[config.mk]
export PLATFORM = sky130hd
export DESIGN_NAME = eeprom_page_transfer_splitter
export DESIGN_NICKNAME = d
export VERILOG_FILES = /design/src/hdl/eps_pkg.sv /design/src/hdl/eps_ctrl.sv /design/src/hdl/eps_datapath.sv /design/src/hdl/eeprom_page_transfer_splitter.sv
export VERILOG_INCLUDE_DIRS = /design/src /design/src/hdl
export SDC_FILE = /design/constraint.sdc
export NUM_CORES = 1
export LEC_CHECK = 0
export BUFFER_PORTS_ARGS = -buffer_cell sky130_fd_sc_hd__buf_2
export CAP_MARGIN = 20
export CORE_MARGIN = 1
export CORE_UTILIZATION = 40
export DETAILED_ROUTE_END_ITERATION = 8
export PLACE_DENSITY_LB_ADDON = 0.08
export SYNTH_ARGS = -nofsm -noshare
export SYNTH_HDL_FRONTEND = slang
export SYNTH_HIERARCHICAL = 1
export SYNTH_SLANG_ARGS = --single-unit
[constraint.sdc]
create_clock -name clk -period 5.44 [get_ports clk]
set_clock_uncertainty 0.2 [all_clocks]
set_input_delay 0.816 -clock clk [delete_from_list [all_inputs] [get_ports clk]]
set_output_delay 0.816 -clock clk [all_outputs]
set_load 0.03 [all_outputs]
[src/hdl/eeprom_page_transfer_splitter_macros.svh]
// assertion macros shared by the splitter modules
`ifndef EEPROM_PAGE_TRANSFER_SPLITTER_MACROS_SVH
`define EEPROM_PAGE_TRANSFER_SPLITTER_MACROS_SVH

// same-cycle implication
`define EPS_ASSERT_SAME(label, ante, cons, msg) \
    label: assert property (@(posedge clk) disable iff (!rst_n) (ante) |-> (cons)) \
        else $error(msg);

// next-cycle implication
`define EPS_ASSERT_NEXT(label, ante, cons, msg) \
    label: assert property (@(posedge clk) disable iff (!rst_n) (ante) |=> (cons)) \
        else $error(msg);

`endif

[src/hdl/eps_pkg.sv]
`timescale 1ns / 1ps

package eps_pkg;

    localparam int MAX_RESULTS = 64;
    localparam int CNT_W       = 6;
    localparam logic [7:0] BASE_RESET = 8'd160;

    typedef struct packed {
        logic        command;
        logic [15:0] start_address;
        logic [15:0] byte_count;
    } req_t;

    typedef struct packed {
        logic       direction;
        logic [8:0] device_address;
        logic [7:0] word_offset;
        logic [8:0] chunk_length;
        logic [9:0] buffer_offset;
        logic       range_error;
        logic       last_chunk;
    } rsp_t;

    typedef enum logic [2:0] {
        ST_IDLE,
        ST_DIV_Q,
        ST_DIV_R,
        ST_EMIT,
        ST_ERR
    } state_t;

    typedef struct packed {
        logic load;
        logic load_err;
        logic calc_q;
        logic calc_r;
        logic advance;
    } cmd_t;

    typedef struct packed {
        logic count_zero;
        logic range_bad;
        logic last;
    } status_t;

endpackage

[src/hdl/eps_ctrl.sv]
`timescale 1ns / 1ps
`include "eeprom_page_transfer_splitter_macros.svh"

module eps_ctrl
    import eps_pkg::*;
(
    input  logic    clk,
    input  logic    rst_n,
    input  logic    req_valid,
    output logic    req_ready,
    output logic    rsp_valid,
    input  logic    rsp_ready,
    input  status_t status,
    output cmd_t    cmd
);

    state_t state_reg;
    state_t state_next;

    always_ff @(posedge clk or negedge rst_n)
    begin
        if (!rst_n)
        begin
            state_reg <= ST_IDLE;
        end
        else
        begin
            state_reg <= state_next;
        end
    end

    always_comb
    begin
        state_next = state_reg;
        cmd        = '0;
        req_ready  = 1'b0;
        rsp_valid  = 1'b0;
        unique case (state_reg)
            ST_IDLE:
            begin
                req_ready = 1'b1;
                if (req_valid)
                begin
                    priority if (status.count_zero)
                    begin
                        state_next = ST_IDLE;
                    end
                    else if (status.range_bad)
                    begin
                        cmd.load_err = 1'b1;
                        state_next   = ST_ERR;
                    end
                    else
                    begin
                        cmd.load   = 1'b1;
                        state_next = ST_DIV_Q;
                    end
                end
            end
            ST_DIV_Q:
            begin
                cmd.calc_q = 1'b1;
                state_next = ST_DIV_R;
            end
            ST_DIV_R:
            begin
                cmd.calc_r = 1'b1;
                state_next = ST_EMIT;
            end
            ST_EMIT:
            begin
                rsp_valid = 1'b1;
                if (rsp_ready)
                begin
                    cmd.advance = 1'b1;
                    state_next  = status.last ? ST_IDLE : ST_DIV_Q;
                end
            end
            ST_ERR:
            begin
                rsp_valid = 1'b1;
                if (rsp_ready)
                begin
                    state_next = ST_IDLE;
                end
            end
            default:
            begin
                state_next = ST_IDLE;
            end
        endcase
    end

    `EPS_ASSERT_SAME(a_one_side, rsp_valid, !req_ready, "request taken while result pending")
    `EPS_ASSERT_NEXT(a_last_idle, rsp_valid && rsp_ready && status.last, state_reg == ST_IDLE, "last beat did not end request")
    `EPS_ASSERT_NEXT(a_start, req_valid && req_ready && !status.count_zero && !status.range_bad, state_reg == ST_DIV_Q, "valid request not started")

endmodule

[src/hdl/eps_datapath.sv]
`timescale 1ns / 1ps
`include "eeprom_page_transfer_splitter_macros.svh"

module eps_datapath
    import eps_pkg::*;
#(
    parameter int PAGE_BYTES  = 16,
    parameter int BLOCK_BYTES = 256,
    parameter int TOTAL_BYTES = 1024
)
(
    input  logic       clk,
    input  logic       rst_n,
    input  logic       cfg_wr_en,
    input  logic [7:0] cfg_wr_data,
    input  req_t       req,
    input  cmd_t       cmd,
    output status_t    status,
    output rsp_t       rsp
);

    localparam int AW = (TOTAL_BYTES > 1) ? $clog2(TOTAL_BYTES) : 1;
    localparam int RW = $clog2(TOTAL_BYTES + 1);
    localparam int LW = (RW > 9) ? RW : 9;
    localparam int SP = AW + $clog2(PAGE_BYTES);
    localparam int SB = AW + $clog2(BLOCK_BYTES);
    localparam int PWP = AW + SP + 1;
    localparam int PWB = AW + SB + 1;
    localparam int MP = ((1 << SP) + PAGE_BYTES - 1) / PAGE_BYTES;
    localparam int MB = ((1 << SB) + BLOCK_BYTES - 1) / BLOCK_BYTES;

    logic [7:0]       base_reg, base_next;
    logic             dir_reg, dir_next;
    logic             err_reg, err_next;
    logic [AW-1:0]    addr_reg, addr_next;
    logic [RW-1:0]    rem_reg, rem_next;
    logic [RW-1:0]    done_reg, done_next;
    logic [CNT_W-1:0] cnt_reg, cnt_next;
    logic [AW-1:0]    qp_reg, qp_next;
    logic [AW-1:0]    qb_reg, qb_next;
    logic [AW-1:0]    page_off_reg, page_off_next;
    logic [AW-1:0]    blk_off_reg, blk_off_next;

    logic [PWP-1:0]   prod_p;
    logic [PWB-1:0]   prod_b;
    logic [LW-1:0]    room_w;
    logic [LW-1:0]    rem_w;
    logic [LW-1:0]    len_w;
    logic [RW-1:0]    len_r;
    logic [16:0]      end_sum;

    always_ff @(posedge clk or negedge rst_n)
    begin
        if (!rst_n)
        begin
            base_reg     <= BASE_RESET;
            dir_reg      <= 1'b0;
            err_reg      <= 1'b0;
            addr_reg     <= '0;
            rem_reg      <= '0;
            done_reg     <= '0;
            cnt_reg      <= '0;
            qp_reg       <= '0;
            qb_reg       <= '0;
            page_off_reg <= '0;
            blk_off_reg  <= '0;
        end
        else
        begin
            base_reg     <= base_next;
            dir_reg      <= dir_next;
            err_reg      <= err_next;
            addr_reg     <= addr_next;
            rem_reg      <= rem_next;
            done_reg     <= done_next;
            cnt_reg      <= cnt_next;
            qp_reg       <= qp_next;
            qb_reg       <= qb_next;
            page_off_reg <= page_off_next;
            blk_off_reg  <= blk_off_next;
        end
    end

    // reciprocal multiply for the page and block quotients
    assign prod_p = PWP'(addr_reg) * PWP'(MP);
    assign prod_b = PWB'(addr_reg) * PWB'(MB);

    assign room_w = LW'(PAGE_BYTES) - LW'(page_off_reg);
    assign rem_w  = LW'(rem_reg);
    assign len_w  = (rem_w <= room_w) ? rem_w : room_w;
    assign len_r  = RW'(len_w);

    assign end_sum = 17'(req.start_address) + 17'(req.byte_count);

    assign status.count_zero = (req.byte_count == 16'd0);
    assign status.range_bad  = (end_sum > 17'(TOTAL_BYTES));
    assign status.last       = (rem_reg == len_r) || (&cnt_reg);

    always_comb
    begin
        base_next     = cfg_wr_en ? cfg_wr_data : base_reg;
        dir_next      = dir_reg;
        err_next      = err_reg;
        addr_next     = addr_reg;
        rem_next      = rem_reg;
        done_next     = done_reg;
        cnt_next      = cnt_reg;
        qp_next       = qp_reg;
        qb_next       = qb_reg;
        page_off_next = page_off_reg;
        blk_off_next  = blk_off_reg;
        if (cmd.load_err)
        begin
            dir_next = req.command;
            err_next = 1'b1;
        end
        if (cmd.load)
        begin
            dir_next  = req.command;
            err_next  = 1'b0;
            addr_next = AW'(req.start_address);
            rem_next  = RW'(req.byte_count);
            done_next = '0;
            cnt_next  = '0;
        end
        if (cmd.calc_q)
        begin
            qp_next = prod_p[SP +: AW];
            qb_next = prod_b[SB +: AW];
        end
        if (cmd.calc_r)
        begin
            page_off_next = AW'(addr_reg - AW'(qp_reg * AW'(PAGE_BYTES)));
            blk_off_next  = AW'(addr_reg - AW'(qb_reg * AW'(BLOCK_BYTES)));
        end
        if (cmd.advance)
        begin
            addr_next = AW'(addr_reg + AW'(len_w));
            rem_next  = rem_reg - len_r;
            done_next = done_reg + len_r;
            cnt_next  = cnt_reg + CNT_W'(1);
        end
    end

    always_comb
    begin
        rsp.direction      = dir_reg;
        rsp.range_error    = err_reg;
        rsp.last_chunk     = err_reg | status.last;
        rsp.device_address = err_reg ? 9'd0 : 9'(base_reg) + 9'({qb_reg, 1'b0});
        rsp.word_offset    = err_reg ? 8'd0 : 8'(blk_off_reg);
        rsp.chunk_length   = err_reg ? 9'd0 : 9'(len_w);
        rsp.buffer_offset  = err_reg ? 10'd0 : 10'(done_reg);
    end

    `EPS_ASSERT_NEXT(a_done_adv, cmd.advance, done_reg == $past(done_reg) + $past(len_r), "buffer offset did not track chunk")
    `EPS_ASSERT_SAME(a_len_nonzero, cmd.advance, len_r != '0, "empty chunk sent")

endmodule

[src/hdl/eeprom_page_transfer_splitter.sv]
`timescale 1ns / 1ps
// sequence: once a request is taken, each chunk passes the quotient multiply state (ST_DIV_Q),
// the remainder multiply state (ST_DIV_R) and the emit state (ST_EMIT), which waits for rsp_ready;
// a request gives at most 64 chunk beats, an out-of-range one a single error beat, a zero count none
// a new request is taken only in idle, after the last beat of the previous one has been taken
// reset: rst_n asynchronous active low, controller idle, base device address 160

module eeprom_page_transfer_splitter
    import eps_pkg::*;
#(
    parameter int PAGE_BYTES  = 16,
    parameter int BLOCK_BYTES = 256,
    parameter int TOTAL_BYTES = 1024
)
(
    input  logic       clk,
    input  logic       rst_n,
    input  logic       cfg_wr_en,
    input  logic [7:0] cfg_wr_data,
    input  logic       req_valid,
    output logic       req_ready,
    input  req_t       req,
    output logic       rsp_valid,
    input  logic       rsp_ready,
    output rsp_t       rsp
);

    cmd_t    cmd;
    status_t status;

    eps_ctrl u_ctrl (
        .clk       (clk),
        .rst_n     (rst_n),
        .req_valid (req_valid),
        .req_ready (req_ready),
        .rsp_valid (rsp_valid),
        .rsp_ready (rsp_ready),
        .status    (status),
        .cmd       (cmd)
    );

    eps_datapath #(
        .PAGE_BYTES  (PAGE_BYTES),
        .BLOCK_BYTES (BLOCK_BYTES),
        .TOTAL_BYTES (TOTAL_BYTES)
    ) u_datapath (
        .clk         (clk),
        .rst_n       (rst_n),
        .cfg_wr_en   (cfg_wr_en),
        .cfg_wr_data (cfg_wr_data),
        .req         (req),
        .cmd         (cmd),
        .status      (status),
        .rsp         (rsp)
    );

endmodule

==> flow_metrics.py, run 1 <==
metrics = {
    "status": {
        "status": "finished, final reports clean",
    },
    "grt": {
        "antenna_found_initial": 0,
        "grt_start_max_net_pins": 53,
        "overflow": 0,
        "grt_usage_pct": 24.0,
        "grt_pass1_vias": 5576,
        "grt_pass1_wl_um": 29300,
    },
    "setup_path": {
        "cp_num_buf_inv": 5,
        "crit_chain": "buf_6, o41ai_4, nand2_1, nor2_2, xnor2_2, inv_1, ha_4, nand4_1, nor3_2, a21o_4, a211oi_4, buf_6, buf_6, nor3_4, mux2i_2, ha_1, nand4_1, nor4_2, a2111o_1, buf_6",
        "crit_top_cell": "buf_6",
        "rrSetupSlack_ns": 0.23,
        "endpoint_kind": "primary output",
        "critPathLaunchType": "register",
        "reg2reg_depth": 24,
        "critPathKind": "register to primary output",
        "worstPathArrival_ns": 4.41,
        "crit_family": "simple AND/OR/NAND/NOR gates",
        "r2r-start": "u_datapath/page_off_reg[2]$_DFFE_PN0P_",
        "cp_max_fo": 7,
        "r2r_end": "u_datapath/rem_reg[10]$_DFFE_PN0P_",
        "max_stage_delay_ns": 0.40,
        "cp.required_ns": 4.42,
        "cp_slowest_cell": "dfrtp_1",
    },
    "logic_synthesis": {
        "syn_area_per_cell_um2": 8.72,
        "yosys-top-cells-area": "dfrtp_1 28%, ha_1 13%, xnor2_1 4.3%",
        "synth_edf_count": 0,
        "synth_top_area_share_pct": 27.7,
        "ys.warnings.count": 6,
        "syn_inst": 704,
        "synth.net_count": 819,
        "synth_cell_type_count": 62,
        "synth.ff_latch_count": 70,
        "yosys_most_used_dff": "dfrtp_1",
        "synth_most_common_cell": "dfrtp_1",
        "synth_common_cells": "68 x dfrtp_1, 67 x nand2_1, 63 x ha_1, 48 x inv_1, 46 x a21oi_1",
        "synth-seq-area-share_pct": 28.6,
        "ys_async_sr_fraction_pct": 100,
        "yosys.area.top_type": "dfrtp_1",
        "synth_area_um2": 6140,
    },
    "floorplan": {
        "num_io_pins": 87,
        "initial_core_util_pct": 41.6,
        "coreArea_um2": 14800,
        "die_w_um": 126,
        "rows": 44,
        "dieHeight_um": 126,
        "dieArea_um2": 15800,
    },
    "detailed_routing": {
        "wire_per_inst_um": 18.0,
        "dr.pass1.iters": 4,
        "via_count": 5617,
        "drtIter0Drc": 237,
        "vias_per_cell": 5.56,
        "drc": 0,
        "drt-total-wl_um": 18200,
        "ant_nets": 0,
    },
    "clock_network": {
        "clock_latency_ns": 0.35,
        "cts_tree": "built",
        "clkSlewWorstSetupHoldPaths_ns": 0.06,
        "clock_sinks": 70,
        "postCtsHoldBufs": 0,
        "cts_buffers": 9,
        "h-tree-depth": 3,
        "cts_buffer_depth": 2,
        "cts_root_buf": "clkbuf_16",
    },
    "timing": {
        "worst-slew-pin-transition_ns": 0.981,
        "hold_violations": 0,
        "rsz0062_at_grt": "true",
        "slew_violations": 0,
        "fmax_mhz": 184,
        "hold-worst-slack_ns": 0.289,
        "period_needed_ns": 5.42,
        "setup_tns_ns": 0,
        "setup_violations": 0,
        "fin_crit_sh_pct": 99.7,
        "relSlewSlack_pct": 34.5,
    },
    "final_layout": {
        "layout-drive-gt1-share_pct": 26.8,
        "final_nets": 936,
        "final-seq-area_um2": 1750,
        "fillers": 1401,
        "n_antenna_cell": 0,
        "largest_reg_flops": 11,
        "postLayoutCoreUtil_pct": 51.8,
        "syn_to_final_growth_pct": 24.5,
        "multi_input_comb_area_um2": 4320,
    },
    "place": {
        "gp_congestion": 0.968,
        "port_buffers": 86,
        "dp_hpwl_um": 14000,
    },
    "run": {
        "drv_cap": 0,
    },
    "min_path": {
        "hold_start": "u_datapath/cnt_reg[5]$_DFFE_PN0P_",
        "hold_class": "register to register",
        "whs_endpoint": "u_datapath/cnt_reg[5]$_DFFE_PN0P_",
        "min_path_cells": 1,
    },
}
-- metrics by stage --
| step | area (µm²) | cells | setup slack (ns) |
|---|---|---|---|
| 2_1_floorplan | 6140 | 704 | 0.278 |
| 3_3_place_gp | 6920 | 977 | 0.0657 |
| 3_5_place_dp | 6920 | 977 | 0.0326 |
| 4_1_cts | 7480 | 1005 | 0.00183 |
| 5_1_grt | 7640 | 1010 | -0.228 |
| 6_report | 7640 | 1010 | 0.0161 |
-- how the worst max path moves through the flow --
stage,start,slack (ns),depth (start not counted),to
CTS,u_datapath/page_off_reg[1]$_DFFE_PN0P_,0.002,22,rsp[0]
global placement,u_datapath/page_off_reg[1]$_DFFE_PN0P_,0.07,19,rsp[0]
detailed placement,u_datapath/page_off_reg[1]$_DFFE_PN0P_,0.03,19,rsp[0]
finish,u_datapath/page_off_reg[1]$_DFFE_PN0P_,0.02,20,rsp[0]
floorplan,u_datapath/page_off_reg[0]$_DFFE_PN0P_,0.28,19,rsp[0]
global route,u_datapath/page_off_reg[1]$_DFFE_PN0P_,-0.23,22,rsp[0]
-- cells in the final DEF, fill, tap and decap left out, types with 12 or more instances in the layout --
cell type / count
nor4_1: 12
a21oi_1: 45
xor2_1: 13
inv_1: 46
buf_4: 43
dfrtp_1: 68
nor2b_1: 26
ha_1: 59
o21ai_0: 43
mux2i_1: 15
a211oi_1: 14
nand3_1: 15
nand2_1: 67
mux2_2: 22
xnor2_1: 25
nor2_1: 27
buf_2: 85
-- kinds of logic (layout without fill, tap and decap cells) --
group	after synthesis	after routing	synth area share, %
AOI/OAI and AO/OA	180	180	19.0
and+or+nand+nor	224	224	19.2
buffers and inverters	77	199	4.97
muxes	39	39	6.83
xor gates and xnor gates	44	44	6.40
adders and majority gates	70	70	15.0
DFF	70	70	28.6
-- routing by layer --
metal,up-vias,global-route usage (%),wire length (µm)
met5,-,0,0
met4,0,7.58,335
met3,22,3.99,708
met2,117,39.8,8780
met1,2707,31.9,8350
li1,2771,-,-
-- repair_timing --
action                                  4_1_cts  5_1_grt
resized for setup                            23       24
endpoints found under the hold margin         0        0
pin swaps                                    10       22
buffers inserted                             12        5
endpoints found under the setup margin        1        8
-- final cells by class --
type                       count  share of cell area, %
inverter                      49                   2.41
sequential                    70                   23.0
tap                          184                   3.01
multi-input combinational    557                   56.5
timing repair buffer         134                   10.8
clock inverter                 6                   1.21
clock buffer                  10                   3.13
Power of run 1 is left out: the tool's default activity adds up to more than one toggle a clock period on the data nets, which glitch-free logic cannot reach.
==> run 2: changes to the inputs <==
--- a/config.mk
+++ b/config.mk
@@ -9,7 +9,7 @@
 export BUFFER_PORTS_ARGS = -buffer_cell sky130_fd_sc_hd__buf_2
 export CAP_MARGIN = 20
 export CORE_MARGIN = 1
-export CORE_UTILIZATION = 40
+export CORE_UTILIZATION = 50
 export DETAILED_ROUTE_END_ITERATION = 8
 export PLACE_DENSITY_LB_ADDON = 0.08
 export SYNTH_ARGS = -nofsm -noshare
==> flow_metrics.py, run 2 (synthesized netlist as in run 1, its figures left out) <==
metrics = {
    "status": {
        "status": "finished, violations left",
        "failed_checks": "setup timing",
    },
    "detailed_routing": {
        "drtIter0Drc": 372,
        "via_count": 5700,
        "wire_per_inst_um": 18.1,
        "drc": 0,
        "drt-total-wl_um": 17500,
        "vias_per_cell": 5.88,
        "ant_nets": 0,
        "dr.pass1.iters": 7,
    },
    "clock_network": {
        "cts_buffer_depth": 2,
        "postCtsHoldBufs": 0,
        "clock_sinks": 70,
        "clock_latency_ns": 0.34,
        "h-tree-depth": 3,
        "cts_tree": "built",
        "cts_buffers": 9,
        "cts_root_buf": "clkbuf_16",
        "clkSlewWorstSetupHoldPaths_ns": 0.06,
    },
    "setup_path": {
        "max_stage_delay_ns": 0.40,
        "critPathKind": "register to primary output",
        "cp_slowest_cell": "o41ai_4",
        "worstPathArrival_ns": 4.43,
        "crit_chain": "buf_4, o41ai_4, nand2_1, nor2_2, xnor2_2, inv_2, ha_4, nand4_1, nor3_4, a21o_4, nor3_4, buf_6, nor3_4, mux2i_4, ha_4, nand4_1, nor3_2, a2111o_1, buf_6",
        "crit_top_cell": "nor3_4",
        "critPathLaunchType": "register",
        "cp_max_fo": 6,
        "endpoint_kind": "primary output",
        "cp.required_ns": 4.42,
    },
    "final_layout": {
        "layout-drive-gt1-share_pct": 27.9,
        "stdcell_area_um2": 7590,
        "final_common_cell": "buf_2",
        "n_antenna_cell": 0,
        "fillers": 1072,
        "multi_input_comb_area_um2": 4410,
        "final_nets": 932,
        "syn_to_final_growth_pct": 23.7,
        "final-seq-area_um2": 1760,
        "largest_reg_flops": 11,
        "final_cell_mix": "85 x buf_2, 66 x nand2_1, 66 x dfrtp_1",
    },
    "floorplan": {
        "die_w_um": 113,
        "dieArea_um2": 12700,
        "initial_core_util_pct": 51.1,
        "num_io_pins": 87,
        "dieHeight_um": 113,
        "coreArea_um2": 12000,
        "rows": 40,
    },
    "grt": {
        "grt_usage_pct": 28.5,
        "antenna_found_initial": 0,
        "overflow": 0,
        "grt_pass1_wl_um": 27900,
        "grt_start_max_net_pins": 51,
        "grt_pass1_vias": 5426,
    },
    "min_path": {
        "hold_class": "register to register",
    },
    "timing": {
        "fmax_mhz": 184,
        "hold_violations": 0,
        "rsz0062_at_grt": "true",
        "fin_crit_sh_pct": 100,
        "worst-slew-pin-transition_ns": 1.04,
        "slew_violations": 0,
        "setup_slack_ns": -0.00201,
        "relSlewSlack_pct": 30.3,
        "period_needed_ns": 5.44,
        "setup_violations": 1,
    },
    "place": {
        "dp_hpwl_um": 13300,
        "gp_congestion": 0.928,
        "placed_cell_area_um2": 6810,
        "port_buffers": 86,
    },
    "run": {
        "drv_cap": 0,
    },
}
-- run 2: what timing repair did --
| action | CTS | global route |
|---|---|---|
| pin swaps | 18 | 29 |
| endpoints found under the setup margin | 7 | 11 |
| resized for setup | 43 | 24 |
| setup buffers | 14 | 6 |
| gates cloned | 1 | 0 |
-- run 2: area by class of cell --
type	count	share of cell area (%)
Clock inverter	6	0.560
Timing Repair Buffer	129	10.2
Clock buffer	10	3.15
Sequential cell	70	23.1
Multi-Input combinational cell	558	58.1
Tap cell	147	2.42
Inverter	49	2.42
-- run 2: final timing paths --
check | start | endpoint | slack [ns] | depth (start not counted)
max | u_datapath/page_off_reg[0]$_DFFE_PN0P_ | rsp[0] | -0.002 | 19
min | u_datapath/dir_reg$_DFFE_PN0P_ | u_datapath/dir_reg$_DFFE_PN0P_ | 0.30 | 1
max reg2reg | u_datapath/page_off_reg[0]$_DFFE_PN0P_ | u_datapath/done_reg[6]$_DFFE_PN0P_ | 0.09 | 25
min reg2reg | u_datapath/dir_reg$_DFFE_PN0P_ | u_datapath/dir_reg$_DFFE_PN0P_ | 0.30 | 1
max in group asynchronous | rst_n | u_datapath/page_off_reg[2]$_DFFE_PN0P_ | 3.68 | 2
min in group asynchronous | rst_n | u_datapath/err_reg$_DFFE_PN0P_ | 0.32 | 1
-- run 2: critical path, delay by kind of cell (launching register included) --
kind                       cells  cell delay (ns)
and+or+nand+nor                8             1.18
AOI/OAI and AO/OA              3             0.97
buffers and inverters          4             0.53
adders and majority gates      2             0.51
DFF                            1             0.39
muxes                          1             0.34
xor gates and xnor gates       1             0.14
-- run 2: metrics by stage --
| stage | util [%] | hold slack (ns) | instances | setup slack (ns) | setup TNS [ns] |
|---|---|---|---|---|---|
| 2_1_floorplan | - | 0.255 | 704 | 0.278 | 0 |
| 3_3_place_gp | 56.7 | 0.276 | 932 | -0.0311 | -0.0311 |
| 3_5_place_dp | 56.7 | 0.289 | 932 | -0.210 | -0.737 |
| 4_1_cts | 62.1 | 0.302 | 963 | 0.00105 | 0 |
| 5_1_grt | 63.2 | 0.316 | 969 | -0.214 | -0.714 |
| 6_report | 63.2 | 0.301 | 969 | -0.00201 | -0.00201 |
-- run 2: metal layers --
layer / vias up / track usage, % / share of wire [%]
met5: - / 0 / 0
met4: 0 / 8.27 / 1.8
met3: 23 / 4.93 / 4.4
met2: 130 / 45.6 / 47
met1: 2775 / 39.4 / 46
li1: 2772 / - / -
Power of run 2 is left out for the same reason.
